[src/hw/rtl/pkhd_pkg.sv]
`timescale 1ns / 1ps
`default_nettype none
// ----------------------------------------------------------------------------
// pkhd_pkg: shared types and constants for the profile distance block
// Field widths, register indexes, configuration struct and the state type
// of the distance engine.
// ----------------------------------------------------------------------------
package pkhd_pkg;

	// Payload widths
	localparam int ALLELE_W = 32;
	localparam int ID_W     = 16;
	localparam int DIST_W   = 17;

	// Configuration port
	localparam int CFG_IDX_W  = 2;
	localparam int CFG_DATA_W = 17;

	localparam logic [CFG_IDX_W-1:0] REG_SCALED        = 2'd0;
	localparam logic [CFG_IDX_W-1:0] REG_COUNT_MISSING = 2'd1;
	localparam logic [CFG_IDX_W-1:0] REG_FILTER_EN     = 2'd2;
	localparam logic [CFG_IDX_W-1:0] REG_THRESHOLD     = 2'd3;

	// 1.0 in the scaled distance format
	localparam logic [DIST_W-1:0] SCALE_ONE = 17'h10000;

	// One integer quotient bit plus sixteen fraction bits
	localparam int DIV_STEPS = DIST_W;
	localparam int STEP_W    = $clog2(DIV_STEPS);

	typedef struct packed {
		logic              scaled;
		logic              zero_is_data;
		logic              filter_en;
		logic [DIST_W-1:0] threshold;
	} cfg_t;

	typedef enum logic [1:0] {
		BK_IDLE,
		BK_DIV,
		BK_EMIT
	} back_state_t;

endpackage
`default_nettype wire

[src/hw/rtl/pkhd_front.sv]
`timescale 1ns / 1ps
`default_nettype none
// ----------------------------------------------------------------------------
// pkhd_front: locus accumulator
// Takes a locus pair per cycle while not full, keeps the saturating mismatch
// and compared counts, and queues a finished pair as a job on its last locus.
// ----------------------------------------------------------------------------
module pkhd_front import pkhd_pkg::*; #(
	parameter int MAX_LOCI = 4096,
	parameter int CNT_W    = 13
) (
	input  wire logic                clk,
	input  wire logic                arst_n,
	input  wire cfg_t                cfg,
	input  wire logic                push,
	output logic                     full,
	input  wire logic [ALLELE_W-1:0] first_allele,
	input  wire logic [ALLELE_W-1:0] second_allele,
	input  wire logic                last_locus,
	input  wire logic [ID_W-1:0]     query_index,
	input  wire logic [ID_W-1:0]     reference_index,
	output logic                     job_push,
	input  wire logic                job_full,
	output logic [ID_W-1:0]          job_qid,
	output logic [ID_W-1:0]          job_rid,
	output logic [CNT_W-1:0]         job_mismatch,
	output logic [CNT_W-1:0]         job_compared
);

	localparam logic [CNT_W-1:0] CNT_MAX = CNT_W'(MAX_LOCI);

	logic             accept;
	logic             use_locus;
	logic [CNT_W-1:0] mismatch_q;
	logic [CNT_W-1:0] compared_q;
	logic [CNT_W-1:0] mismatch_d;
	logic [CNT_W-1:0] compared_d;

	// Stall the whole stream while the job queue has no room.
	assign full   = job_full;
	assign accept = push && !job_full;

	// A locus counts unless one side is missing and missing codes are skipped.
	assign use_locus = cfg.zero_is_data
		|| ((first_allele != '0) && (second_allele != '0));

	// Saturating updates of both counts.
	always_comb begin
		compared_d = compared_q;
		mismatch_d = mismatch_q;
		if (use_locus) begin
			if (compared_q != CNT_MAX) begin
				compared_d = compared_q + CNT_W'(1);
			end
			if ((first_allele != second_allele) && (mismatch_q != CNT_MAX)) begin
				mismatch_d = mismatch_q + CNT_W'(1);
			end
		end
	end

	// The job carries the counts including the last locus itself.
	assign job_push     = accept && last_locus;
	assign job_qid      = query_index;
	assign job_rid      = reference_index;
	assign job_mismatch = mismatch_d;
	assign job_compared = compared_d;

	// Counters clear once a pair has been handed on.
	always_ff @(posedge clk or negedge arst_n) begin
		if (!arst_n) begin
			mismatch_q <= '0;
			compared_q <= '0;
		end else if (accept) begin
			if (last_locus) begin
				mismatch_q <= '0;
				compared_q <= '0;
			end else begin
				mismatch_q <= mismatch_d;
				compared_q <= compared_d;
			end
		end
	end

endmodule
`default_nettype wire

[src/hw/rtl/pkhd_queue.sv]
`timescale 1ns / 1ps
`default_nettype none
// ----------------------------------------------------------------------------
// pkhd_queue: two-entry job queue
// Decouples the locus accumulator from the distance engine so that each
// side can stall on its own.
// ----------------------------------------------------------------------------
module pkhd_queue #(
	parameter int WIDTH = 58
) (
	input  wire logic             clk,
	input  wire logic             arst_n,
	input  wire logic             push,
	input  wire logic [WIDTH-1:0] wdata,
	output logic                  full,
	input  wire logic             pop,
	output logic [WIDTH-1:0]      rdata,
	output logic                  empty
);

	logic [WIDTH-1:0] entry_q [2];
	logic             wr_ptr_q;
	logic             rd_ptr_q;
	logic [1:0]       count_q;
	logic             do_push;
	logic             do_pop;

	assign full    = (count_q == 2'd2);
	assign empty   = (count_q == 2'd0);
	assign do_push = push && !full;
	assign do_pop  = pop && !empty;
	assign rdata   = entry_q[rd_ptr_q];

	// Storage
	always_ff @(posedge clk) begin
		if (do_push) begin
			entry_q[wr_ptr_q] <= wdata;
		end
	end

	// Pointers and fill level
	always_ff @(posedge clk or negedge arst_n) begin
		if (!arst_n) begin
			wr_ptr_q <= 1'b0;
			rd_ptr_q <= 1'b0;
			count_q  <= 2'd0;
		end else begin
			if (do_push) begin
				wr_ptr_q <= !wr_ptr_q;
			end
			if (do_pop) begin
				rd_ptr_q <= !rd_ptr_q;
			end
			if (do_push && !do_pop) begin
				count_q <= count_q + 2'd1;
			end else if (do_pop && !do_push) begin
				count_q <= count_q - 2'd1;
			end
		end
	end

endmodule
`default_nettype wire

[src/hw/rtl/pkhd_back.sv]
`timescale 1ns / 1ps
`default_nettype none
// ----------------------------------------------------------------------------
// pkhd_back: distance engine
// Turns a finished pair into its distance (scaled mode: bit-serial restoring
// divider), applies the threshold filter and holds the result for the reader.
// ----------------------------------------------------------------------------
module pkhd_back import pkhd_pkg::*; #(
	parameter int CNT_W = 13
) (
	input  wire logic             clk,
	input  wire logic             arst_n,
	input  wire cfg_t             cfg,
	input  wire logic             job_empty,
	output logic                  job_pop,
	input  wire logic [ID_W-1:0]  job_qid,
	input  wire logic [ID_W-1:0]  job_rid,
	input  wire logic [CNT_W-1:0] job_mismatch,
	input  wire logic [CNT_W-1:0] job_compared,
	output logic                  res_empty,
	input  wire logic             res_pop,
	output logic [ID_W-1:0]       query_id,
	output logic [ID_W-1:0]       reference_id,
	output logic [DIST_W-1:0]     pair_distance
);

	back_state_t       state_q;
	back_state_t       state_d;
	logic [ID_W-1:0]   qid_q;
	logic [ID_W-1:0]   rid_q;
	logic [CNT_W-1:0]  div_q;
	logic [CNT_W:0]    rem_q;
	logic [DIST_W-1:0] quo_q;
	logic [STEP_W-1:0] step_q;
	logic              out_valid_q;
	logic [CNT_W:0]    trial;
	logic [CNT_W:0]    diff;
	logic              ge;
	logic              last_step;
	logic              slot_free;
	logic              drop;
	logic              emit;

	// One quotient bit per step; the first step takes the integer bit unshifted.
	assign trial     = (step_q == '0) ? rem_q : {rem_q[CNT_W-1:0], 1'b0};
	assign diff      = trial - {1'b0, div_q};
	assign ge        = (trial >= {1'b0, div_q});
	assign last_step = (step_q == STEP_W'(DIV_STEPS - 1));

	// Output slot handling and the threshold filter.
	assign slot_free = !out_valid_q || res_pop;
	assign drop      = cfg.filter_en && (quo_q > cfg.threshold);
	assign emit      = (state_q == BK_EMIT) && !drop && slot_free;

	// Next state and control outputs
	always_comb begin
		state_d = state_q;
		job_pop = 1'b0;
		case (state_q)
			BK_IDLE: begin
				if (!job_empty) begin
					job_pop = 1'b1;
					if (cfg.scaled && (job_compared != '0)) begin
						state_d = BK_DIV;
					end else begin
						state_d = BK_EMIT;
					end
				end
			end
			BK_DIV: begin
				if (last_step) begin
					state_d = BK_EMIT;
				end
			end
			BK_EMIT: begin
				if (drop || slot_free) begin
					state_d = BK_IDLE;
				end
			end
			default: begin
				state_d = BK_IDLE;
			end
		endcase
	end

	// Control registers
	always_ff @(posedge clk or negedge arst_n) begin
		if (!arst_n) begin
			state_q     <= BK_IDLE;
			out_valid_q <= 1'b0;
		end else begin
			state_q <= state_d;
			if (emit) begin
				out_valid_q <= 1'b1;
			end else if (res_pop) begin
				out_valid_q <= 1'b0;
			end
		end
	end

	// Divider datapath; the quotient register doubles as the distance.
	always_ff @(posedge clk) begin
		if (job_pop) begin
			qid_q  <= job_qid;
			rid_q  <= job_rid;
			div_q  <= job_compared;
			rem_q  <= {1'b0, job_mismatch};
			step_q <= '0;
			if (!cfg.scaled) begin
				quo_q <= DIST_W'(job_mismatch);
			end else if (job_compared == '0) begin
				quo_q <= SCALE_ONE;
			end else begin
				quo_q <= '0;
			end
		end else if (state_q == BK_DIV) begin
			rem_q  <= ge ? diff : trial;
			quo_q  <= {quo_q[DIST_W-2:0], ge};
			step_q <= step_q + STEP_W'(1);
		end
	end

	// Result register seen by the reader
	always_ff @(posedge clk) begin
		if (emit) begin
			query_id      <= qid_q;
			reference_id  <= rid_q;
			pair_distance <= quo_q;
		end
	end

	assign res_empty = !out_valid_q;

endmodule
`default_nettype wire

[src/hw/rtl/profile_hamming_distance.sv]
`timescale 1ns / 1ps
`default_nettype none
// ----------------------------------------------------------------------------
// profile_hamming_distance: allele profile distance with missing values
// Streams locus pairs, counts mismatches over compared loci and reports the
// distance of each unfiltered pair, raw or as a fraction of compared loci.
// ----------------------------------------------------------------------------
// Usage:
//   Input side is a queue: drive one locus pair with push; it is taken on a
//   clock edge where full is low. last_locus closes the profile pair and its
//   query_index and reference_index are echoed in the result.
//   Result side is a queue: while empty is low the oldest result is on
//   query_id, reference_id and pair_distance; pop takes it.
//   Configuration (cfg_write, cfg_index, cfg_data) is written while idle.
// Timing:
//   One locus pair is accepted every cycle while full is low. A closed pair
//   enters a two-entry job queue. The distance engine pops one pair at a
//   time, runs the one-bit-per-cycle divider (17 steps) in scaled mode when
//   loci were compared, and then emits the result into the output slot.
// Reset and stalls:
//   arst_n clears the counts, the job queue, the result slot and loads the
//   register defaults. While pop stays low one result waits in the slot, the
//   engine and job queue fill up behind it, then full rises.
// ----------------------------------------------------------------------------
module profile_hamming_distance import pkhd_pkg::*; #(
	parameter int MAX_LOCI = 4096
) (
	input  wire logic                  clk,
	input  wire logic                  arst_n,
	input  wire logic                  cfg_write,
	input  wire logic [CFG_IDX_W-1:0]  cfg_index,
	input  wire logic [CFG_DATA_W-1:0] cfg_data,
	input  wire logic                  push,
	output logic                       full,
	input  wire logic [ALLELE_W-1:0]   first_allele,
	input  wire logic [ALLELE_W-1:0]   second_allele,
	input  wire logic                  last_locus,
	input  wire logic [ID_W-1:0]       query_index,
	input  wire logic [ID_W-1:0]       reference_index,
	output logic                       empty,
	input  wire logic                  pop,
	output logic [ID_W-1:0]            query_id,
	output logic [ID_W-1:0]            reference_id,
	output logic [DIST_W-1:0]          pair_distance
);

	localparam int CNT_W = $clog2(MAX_LOCI + 1);
	localparam int JOB_W = 2 * ID_W + 2 * CNT_W;

	cfg_t             cfg_q;
	logic             job_push;
	logic             job_full;
	logic             job_pop;
	logic             job_empty;
	logic [ID_W-1:0]  f_qid;
	logic [ID_W-1:0]  f_rid;
	logic [CNT_W-1:0] f_mismatch;
	logic [CNT_W-1:0] f_compared;
	logic [ID_W-1:0]  b_qid;
	logic [ID_W-1:0]  b_rid;
	logic [CNT_W-1:0] b_mismatch;
	logic [CNT_W-1:0] b_compared;
	logic [JOB_W-1:0] job_wdata;
	logic [JOB_W-1:0] job_rdata;

	// Configuration registers
	always_ff @(posedge clk or negedge arst_n) begin
		if (!arst_n) begin
			cfg_q.scaled       <= 1'b0;
			cfg_q.zero_is_data <= 1'b0;
			cfg_q.filter_en    <= 1'b0;
			cfg_q.threshold    <= SCALE_ONE;
		end else if (cfg_write) begin
			case (cfg_index)
				REG_SCALED:        cfg_q.scaled       <= cfg_data[0];
				REG_COUNT_MISSING: cfg_q.zero_is_data <= cfg_data[0];
				REG_FILTER_EN:     cfg_q.filter_en    <= cfg_data[0];
				REG_THRESHOLD:     cfg_q.threshold    <= cfg_data[DIST_W-1:0];
				default: begin
				end
			endcase
		end
	end

	// Front: locus accumulator
	pkhd_front #(
		.MAX_LOCI (MAX_LOCI),
		.CNT_W    (CNT_W)
	) u_front (
		.clk             (clk),
		.arst_n          (arst_n),
		.cfg             (cfg_q),
		.push            (push),
		.full            (full),
		.first_allele    (first_allele),
		.second_allele   (second_allele),
		.last_locus      (last_locus),
		.query_index     (query_index),
		.reference_index (reference_index),
		.job_push        (job_push),
		.job_full        (job_full),
		.job_qid         (f_qid),
		.job_rid         (f_rid),
		.job_mismatch    (f_mismatch),
		.job_compared    (f_compared)
	);

	// Job queue between the two sides
	assign job_wdata = {f_qid, f_rid, f_mismatch, f_compared};
	assign {b_qid, b_rid, b_mismatch, b_compared} = job_rdata;

	pkhd_queue #(
		.WIDTH (JOB_W)
	) u_queue (
		.clk    (clk),
		.arst_n (arst_n),
		.push   (job_push),
		.wdata  (job_wdata),
		.full   (job_full),
		.pop    (job_pop),
		.rdata  (job_rdata),
		.empty  (job_empty)
	);

	// Back: distance engine and result slot
	pkhd_back #(
		.CNT_W (CNT_W)
	) u_back (
		.clk           (clk),
		.arst_n        (arst_n),
		.cfg           (cfg_q),
		.job_empty     (job_empty),
		.job_pop       (job_pop),
		.job_qid       (b_qid),
		.job_rid       (b_rid),
		.job_mismatch  (b_mismatch),
		.job_compared  (b_compared),
		.res_empty     (empty),
		.res_pop       (pop),
		.query_id      (query_id),
		.reference_id  (reference_id),
		.pair_distance (pair_distance)
	);

endmodule
`default_nettype wire

[config.mk]
export PLATFORM = sky130hd
export DESIGN_NAME = profile_hamming_distance
export DESIGN_NICKNAME = d
export VERILOG_FILES = /design/src/hw/rtl/pkhd_pkg.sv /design/src/hw/rtl/pkhd_front.sv /design/src/hw/rtl/pkhd_queue.sv /design/src/hw/rtl/pkhd_back.sv /design/src/hw/rtl/profile_hamming_distance.sv
export SDC_FILE = /design/constraint.sdc
export NUM_CORES = 1
export LEC_CHECK = 0
export BUFFER_PORTS_ARGS = -buffer_cell sky130_fd_sc_hd__buf_2
export CAP_MARGIN = 20
export CELL_PAD_IN_SITES_DETAIL_PLACEMENT = 1
export CELL_PAD_IN_SITES_GLOBAL_PLACEMENT = 2
export CORE_ASPECT_RATIO = 0.8
export CORE_MARGIN = 1
export CORE_UTILIZATION = 40
export CTS_CLUSTER_SIZE = 28
export DETAILED_ROUTE_END_ITERATION = 8
export GPL_ROUTABILITY_DRIVEN = 0
export PLACE_DENSITY_LB_ADDON = 0.1
export SYNTH_ARGS = -nofsm -noshare
export SYNTH_HDL_FRONTEND = slang
export SYNTH_SLANG_ARGS = --single-unit
[constraint.sdc]
create_clock -name clk -period 4.7 [get_ports clk]
set_input_delay 0 -clock clk [delete_from_list [all_inputs] [get_ports clk]]
set_output_delay 0 -clock clk [all_outputs]
set_load 0.01 [all_outputs]
==> results.txt <==
Half-perimeter wire length after detailed placement: 22,000 um
Setup repair after global routing missed its margin: false
Slew Limit Fails: 0
Area share of the largest cell type after synthesis: 0.533
Fmax: 0.235 GHz
Average instance area after synthesis: 13.6 um^2
Mapped Cells: 993
Die outline area: 34,500 um^2
Final clock skew: 17.4 ps
Effective utilization at floorplan: 0.411
Sequential cell area in the final layout: 8660 um^2
Clock period minus final worst setup slack: 4260 ps
Accumulated negative setup slack: 0 ps
Clock latency on the worst-skew pair: 560 ps
Initial DRC count: 433
Share of flip-flops with an asynchronous set or reset after synthesis: 0.177
Maximum fanout along the worst path: 10
Clock tree root buffer cell: sky130_fd_sc_hd__clkbuf_16
Antenna-violating nets left: 0
Pin count of the biggest net entering global routing: 59
Startpoint Class: flop
Type of the worst setup path: flop to flop
CTS Buffer Depth: 3
Worst slew pin tran: 1040 ps
Number of max-cap violations: 0
FF+latch count, synth: 299
Classification of the worst-slack hold path: primary input to flop
Netlist area before placement: 13,500 um^2
Detailed-route via count: 8,603
Clock transition at the register clock pins on the worst setup and hold paths after CTS: 60 ps
Final hold violation count: 0
Fraction of final layout cells with drive strength greater than 1: 0.277
Ys flop type: sky130_fd_sc_hd__edfxtp_1
Peak VDD IR: 323 uV
Largest area contributor in the synthesized netlist: sky130_fd_sc_hd__edfxtp_1
CP required: 5090 ps
Post-detailed-route DRC marker count: 0
Proportion of synthesized chip area in sequential cells: 0.640
Leakage power summed over all cells: 6.49 nW
Final setup slack of the worst path: 440 ps
Initial antenna violation count: 0
Number of clock sinks seen by CTS: 299
Worst endpoint data arrival time: 4650 ps
Share of the clock period used by the worst path after layout: 0.906
Leading post-synthesis cells by cell area: sky130_fd_sc_hd__edfxtp_1 (53%), sky130_fd_sc_hd__dfrtp_1 (9.6%), sky130_fd_sc_hd__mux2_2 (7.5%)
Synthesized Nets: 1,152
Placement Setup Slack: 505 ps
Wire per inst: 18.7 um
Residual overflow from global routing: 0
Number of primary I/O pins: 172
DRT Pass-1 Iters: 5
Kind of capture point of the worst setup path: flop
PD cells: 672 nW/um^2
Buffers inserted during post-CTS setup optimization: 0
TritonCTS clock tree: yes
Multi-input logic area: 4510 um^2
Overall Power: 11.1 mW
Mean number of vias per cell: 5.12
Number of CTS-inserted buffers: 31
Overall routing resource usage: 0.184
Vias in the first global route: 9,038
Number of setup violations in the final report: 0
Synth unique cells: 66
Synth Warn #: 0
Final routed wirelength across all metal layers: 31,500 um
Relative area change from synthesis to final layout: 21.7%
Total placed instance area: 14,900 um^2
Run status: finished, final reports clean
Top library cells by usage in the layout, fill and taps aside: sky130_fd_sc_hd__edfxtp_1 (240), sky130_fd_sc_hd__buf_2 (171), sky130_fd_sc_hd__mux2_2 (90), sky130_fd_sc_hd__nand2_1 (67)
DIE HEIGHT: 166 um
Number of enable flip-flop cells after synthesis: 240
CTS H-Tree Depth: 1
Final cell area excluding filler cells: 16,500 um^2
Number of diodes added for antenna fixing: 0
Slew margin rel.: 0.306
PortBufs: 171
Number of nets in the layout: 1,388
Filler Cell Count: 3,387
Std cell rows: 59
Horizontal die dimension: 208 um
Post-cts sizing count: 0
Wire length of the first global-routing pass: 50,200 um
Core area: 32,900 um^2
Most common cell after layout, fill and taps aside: sky130_fd_sc_hd__edfxtp_1
state kept, by name, indices dropped and copies added, names as in the netlist, 5 cells and up:
| name | count |
|---|---|
| cfg_q | 20 |
| u_back.div_q | 13 |
| u_back.pair_distance | 17 |
| u_back.qid_q | 16 |
| u_back.query_id | 16 |
| u_back.quo_q | 17 |
| u_back.reference_id | 16 |
| u_back.rem_q | 14 |
| u_back.rid_q | 16 |
| u_back.step_q | 5 |
| u_front.compared_q | 13 |
| u_front.mismatch_q | 13 |
| u_queue.entry_q | 116 |
critical path, cell delays in order (launching register included):
cell,delay [ps]
sky130_fd_sc_hd__dfxtp_1,350
sky130_fd_sc_hd__inv_1,80
sky130_fd_sc_hd__ha_1,180
sky130_fd_sc_hd__nor4b_4,680
sky130_fd_sc_hd__mux2_2,420
sky130_fd_sc_hd__ha_1,410
sky130_fd_sc_hd__and3_1,250
sky130_fd_sc_hd__nand3_1,120
sky130_fd_sc_hd__nor3_1,380
sky130_fd_sc_hd__nor3_2,80
sky130_fd_sc_hd__a21oi_2,580
sky130_fd_sc_hd__buf_4,280
sky130_fd_sc_hd__nand2_1,80
sky130_fd_sc_hd__o211ai_1,190
final timing paths:
path / cells after the start / start / to / slack (ps)
hold / removal: 3 / push / u_front.mismatch_q[0]$_DFFE_PN0P_ / 90
setup reg to reg: 13 / u_back.step_q[0]$_SDFFE_PP0P_ / u_back.rem_q[11]$_DFFE_PP_ / 440
hold reg to reg: 0 / u_back.qid_q[11]$_DFFE_PP_ / u_back.query_id[11]$_DFFE_PP_ / 420
min in group asynchronous: 3 / arst_n / u_back.state_q[1]$_DFFE_PN0P_ / 140
max in group asynchronous: 3 / arst_n / u_queue.rd_ptr_q$_DFFE_PN0P_ / 3990
setup / recovery: 13 / u_back.step_q[0]$_SDFFE_PP0P_ / u_back.rem_q[11]$_DFFE_PP_ / 440
layer usage:
metal / vias to the layer above / GRT usage / share of wire
li1: 4193 / - / -
met5: - / 0 / 0
met4: 0 / 0.0302 / 0.013
met3: 32 / 0.0270 / 0.028
met1: 4267 / 0.266 / 0.49
met2: 111 / 0.300 / 0.47
through the flow:
stage	utilization	hold WS, ps	std cells
6_report	0.500	90.9	1680
3_5_place_dp	0.451	192	1566
3_3_place_gp	0.451	189	1566
5_1_grt	0.500	107	1680
2_1_floorplan	-	-296	993
4_1_cts	0.500	63.8	1680
repair_timing:
item	4_1_cts	5_1_grt
hold buffers	57	0
hold endpoints to repair	143	0
setup endpoints to repair	0	0
synth_stat cells (2+ instances only):
| library cell | instances |
|---|---|
| sky130_fd_sc_hd__buf_2 | 10 |
| sky130_fd_sc_hd__nand3b_1 | 2 |
| sky130_fd_sc_hd__mux2i_1 | 21 |
| sky130_fd_sc_hd__o211ai_1 | 9 |
| sky130_fd_sc_hd__edfxtp_1 | 240 |
| sky130_fd_sc_hd__o221ai_1 | 2 |
| sky130_fd_sc_hd__or4_1 | 2 |
| sky130_fd_sc_hd__nor3_1 | 13 |
| sky130_fd_sc_hd__ha_1 | 37 |
| sky130_fd_sc_hd__o31a_1 | 4 |
| sky130_fd_sc_hd__o31ai_1 | 4 |
| sky130_fd_sc_hd__a31oi_1 | 4 |
| sky130_fd_sc_hd__or2_2 | 4 |
| sky130_fd_sc_hd__o21ai_1 | 3 |
| sky130_fd_sc_hd__o21ai_0 | 34 |
| sky130_fd_sc_hd__nand3_2 | 3 |
| sky130_fd_sc_hd__o22ai_1 | 8 |
| sky130_fd_sc_hd__inv_1 | 51 |
| sky130_fd_sc_hd__dfrtp_1 | 52 |
| sky130_fd_sc_hd__buf_1 | 3 |
| sky130_fd_sc_hd__o311a_1 | 3 |
| sky130_fd_sc_hd__clkbuf_1 | 23 |
| sky130_fd_sc_hd__xor2_1 | 13 |
| sky130_fd_sc_hd__mux2_2 | 90 |
| sky130_fd_sc_hd__o21a_1 | 6 |
| sky130_fd_sc_hd__buf_6 | 2 |
| sky130_fd_sc_hd__a22oi_1 | 2 |
| sky130_fd_sc_hd__xnor2_1 | 57 |
| sky130_fd_sc_hd__nand3_1 | 18 |
| sky130_fd_sc_hd__a211oi_1 | 3 |
| sky130_fd_sc_hd__a21o_1 | 9 |
| sky130_fd_sc_hd__nor4_1 | 23 |
| sky130_fd_sc_hd__dfxtp_1 | 6 |
| sky130_fd_sc_hd__nor2_1 | 58 |
| sky130_fd_sc_hd__o211ai_2 | 3 |
| sky130_fd_sc_hd__a221o_1 | 4 |
| sky130_fd_sc_hd__or3_1 | 4 |
| sky130_fd_sc_hd__and2_1 | 4 |
| sky130_fd_sc_hd__nand4_1 | 29 |
| sky130_fd_sc_hd__nor2b_1 | 6 |
| sky130_fd_sc_hd__nand2_1 | 68 |
| sky130_fd_sc_hd__nand2b_1 | 5 |
| sky130_fd_sc_hd__and3_1 | 11 |
| sky130_fd_sc_hd__a21oi_1 | 18 |
where the power goes:
part / internal, mW / switching, mW / total, mW
Combinational: 1.71 / 2.41 / 4.12
Clock: 1.47 / 1.00 / 2.47
Sequential: 4.02 / 0.456 / 4.48
area by class of cell:
cell class | instances | share of cell area
Timing Repair Buffer | 242 | 0.0931
Multi-Input combinational cell | 604 | 0.274
Clock inverter | 16 | 0.0121
Sequential cell | 299 | 0.526
Tap cell | 427 | 0.0325
Inverter | 51 | 0.0116
Clock buffer | 41 | 0.0506
logic make-up (layout without fill, tap and decap cells):
group / count (synthesis) / after routing / synth area share
flip-flops: 299 / 299 / 0.640
AND/OR/NAND/NOR: 259 / 259 / 0.0981
AO/OA/AOI/OAI: 125 / 125 / 0.0620
multiplexers: 112 / 112 / 0.0916
buffers and inverters: 90 / 350 / 0.0271
XOR/XNOR: 70 / 70 / 0.0453
adder cells (fa/ha/maj): 38 / 38 / 0.0357
(Power assumes the default switching activity.)
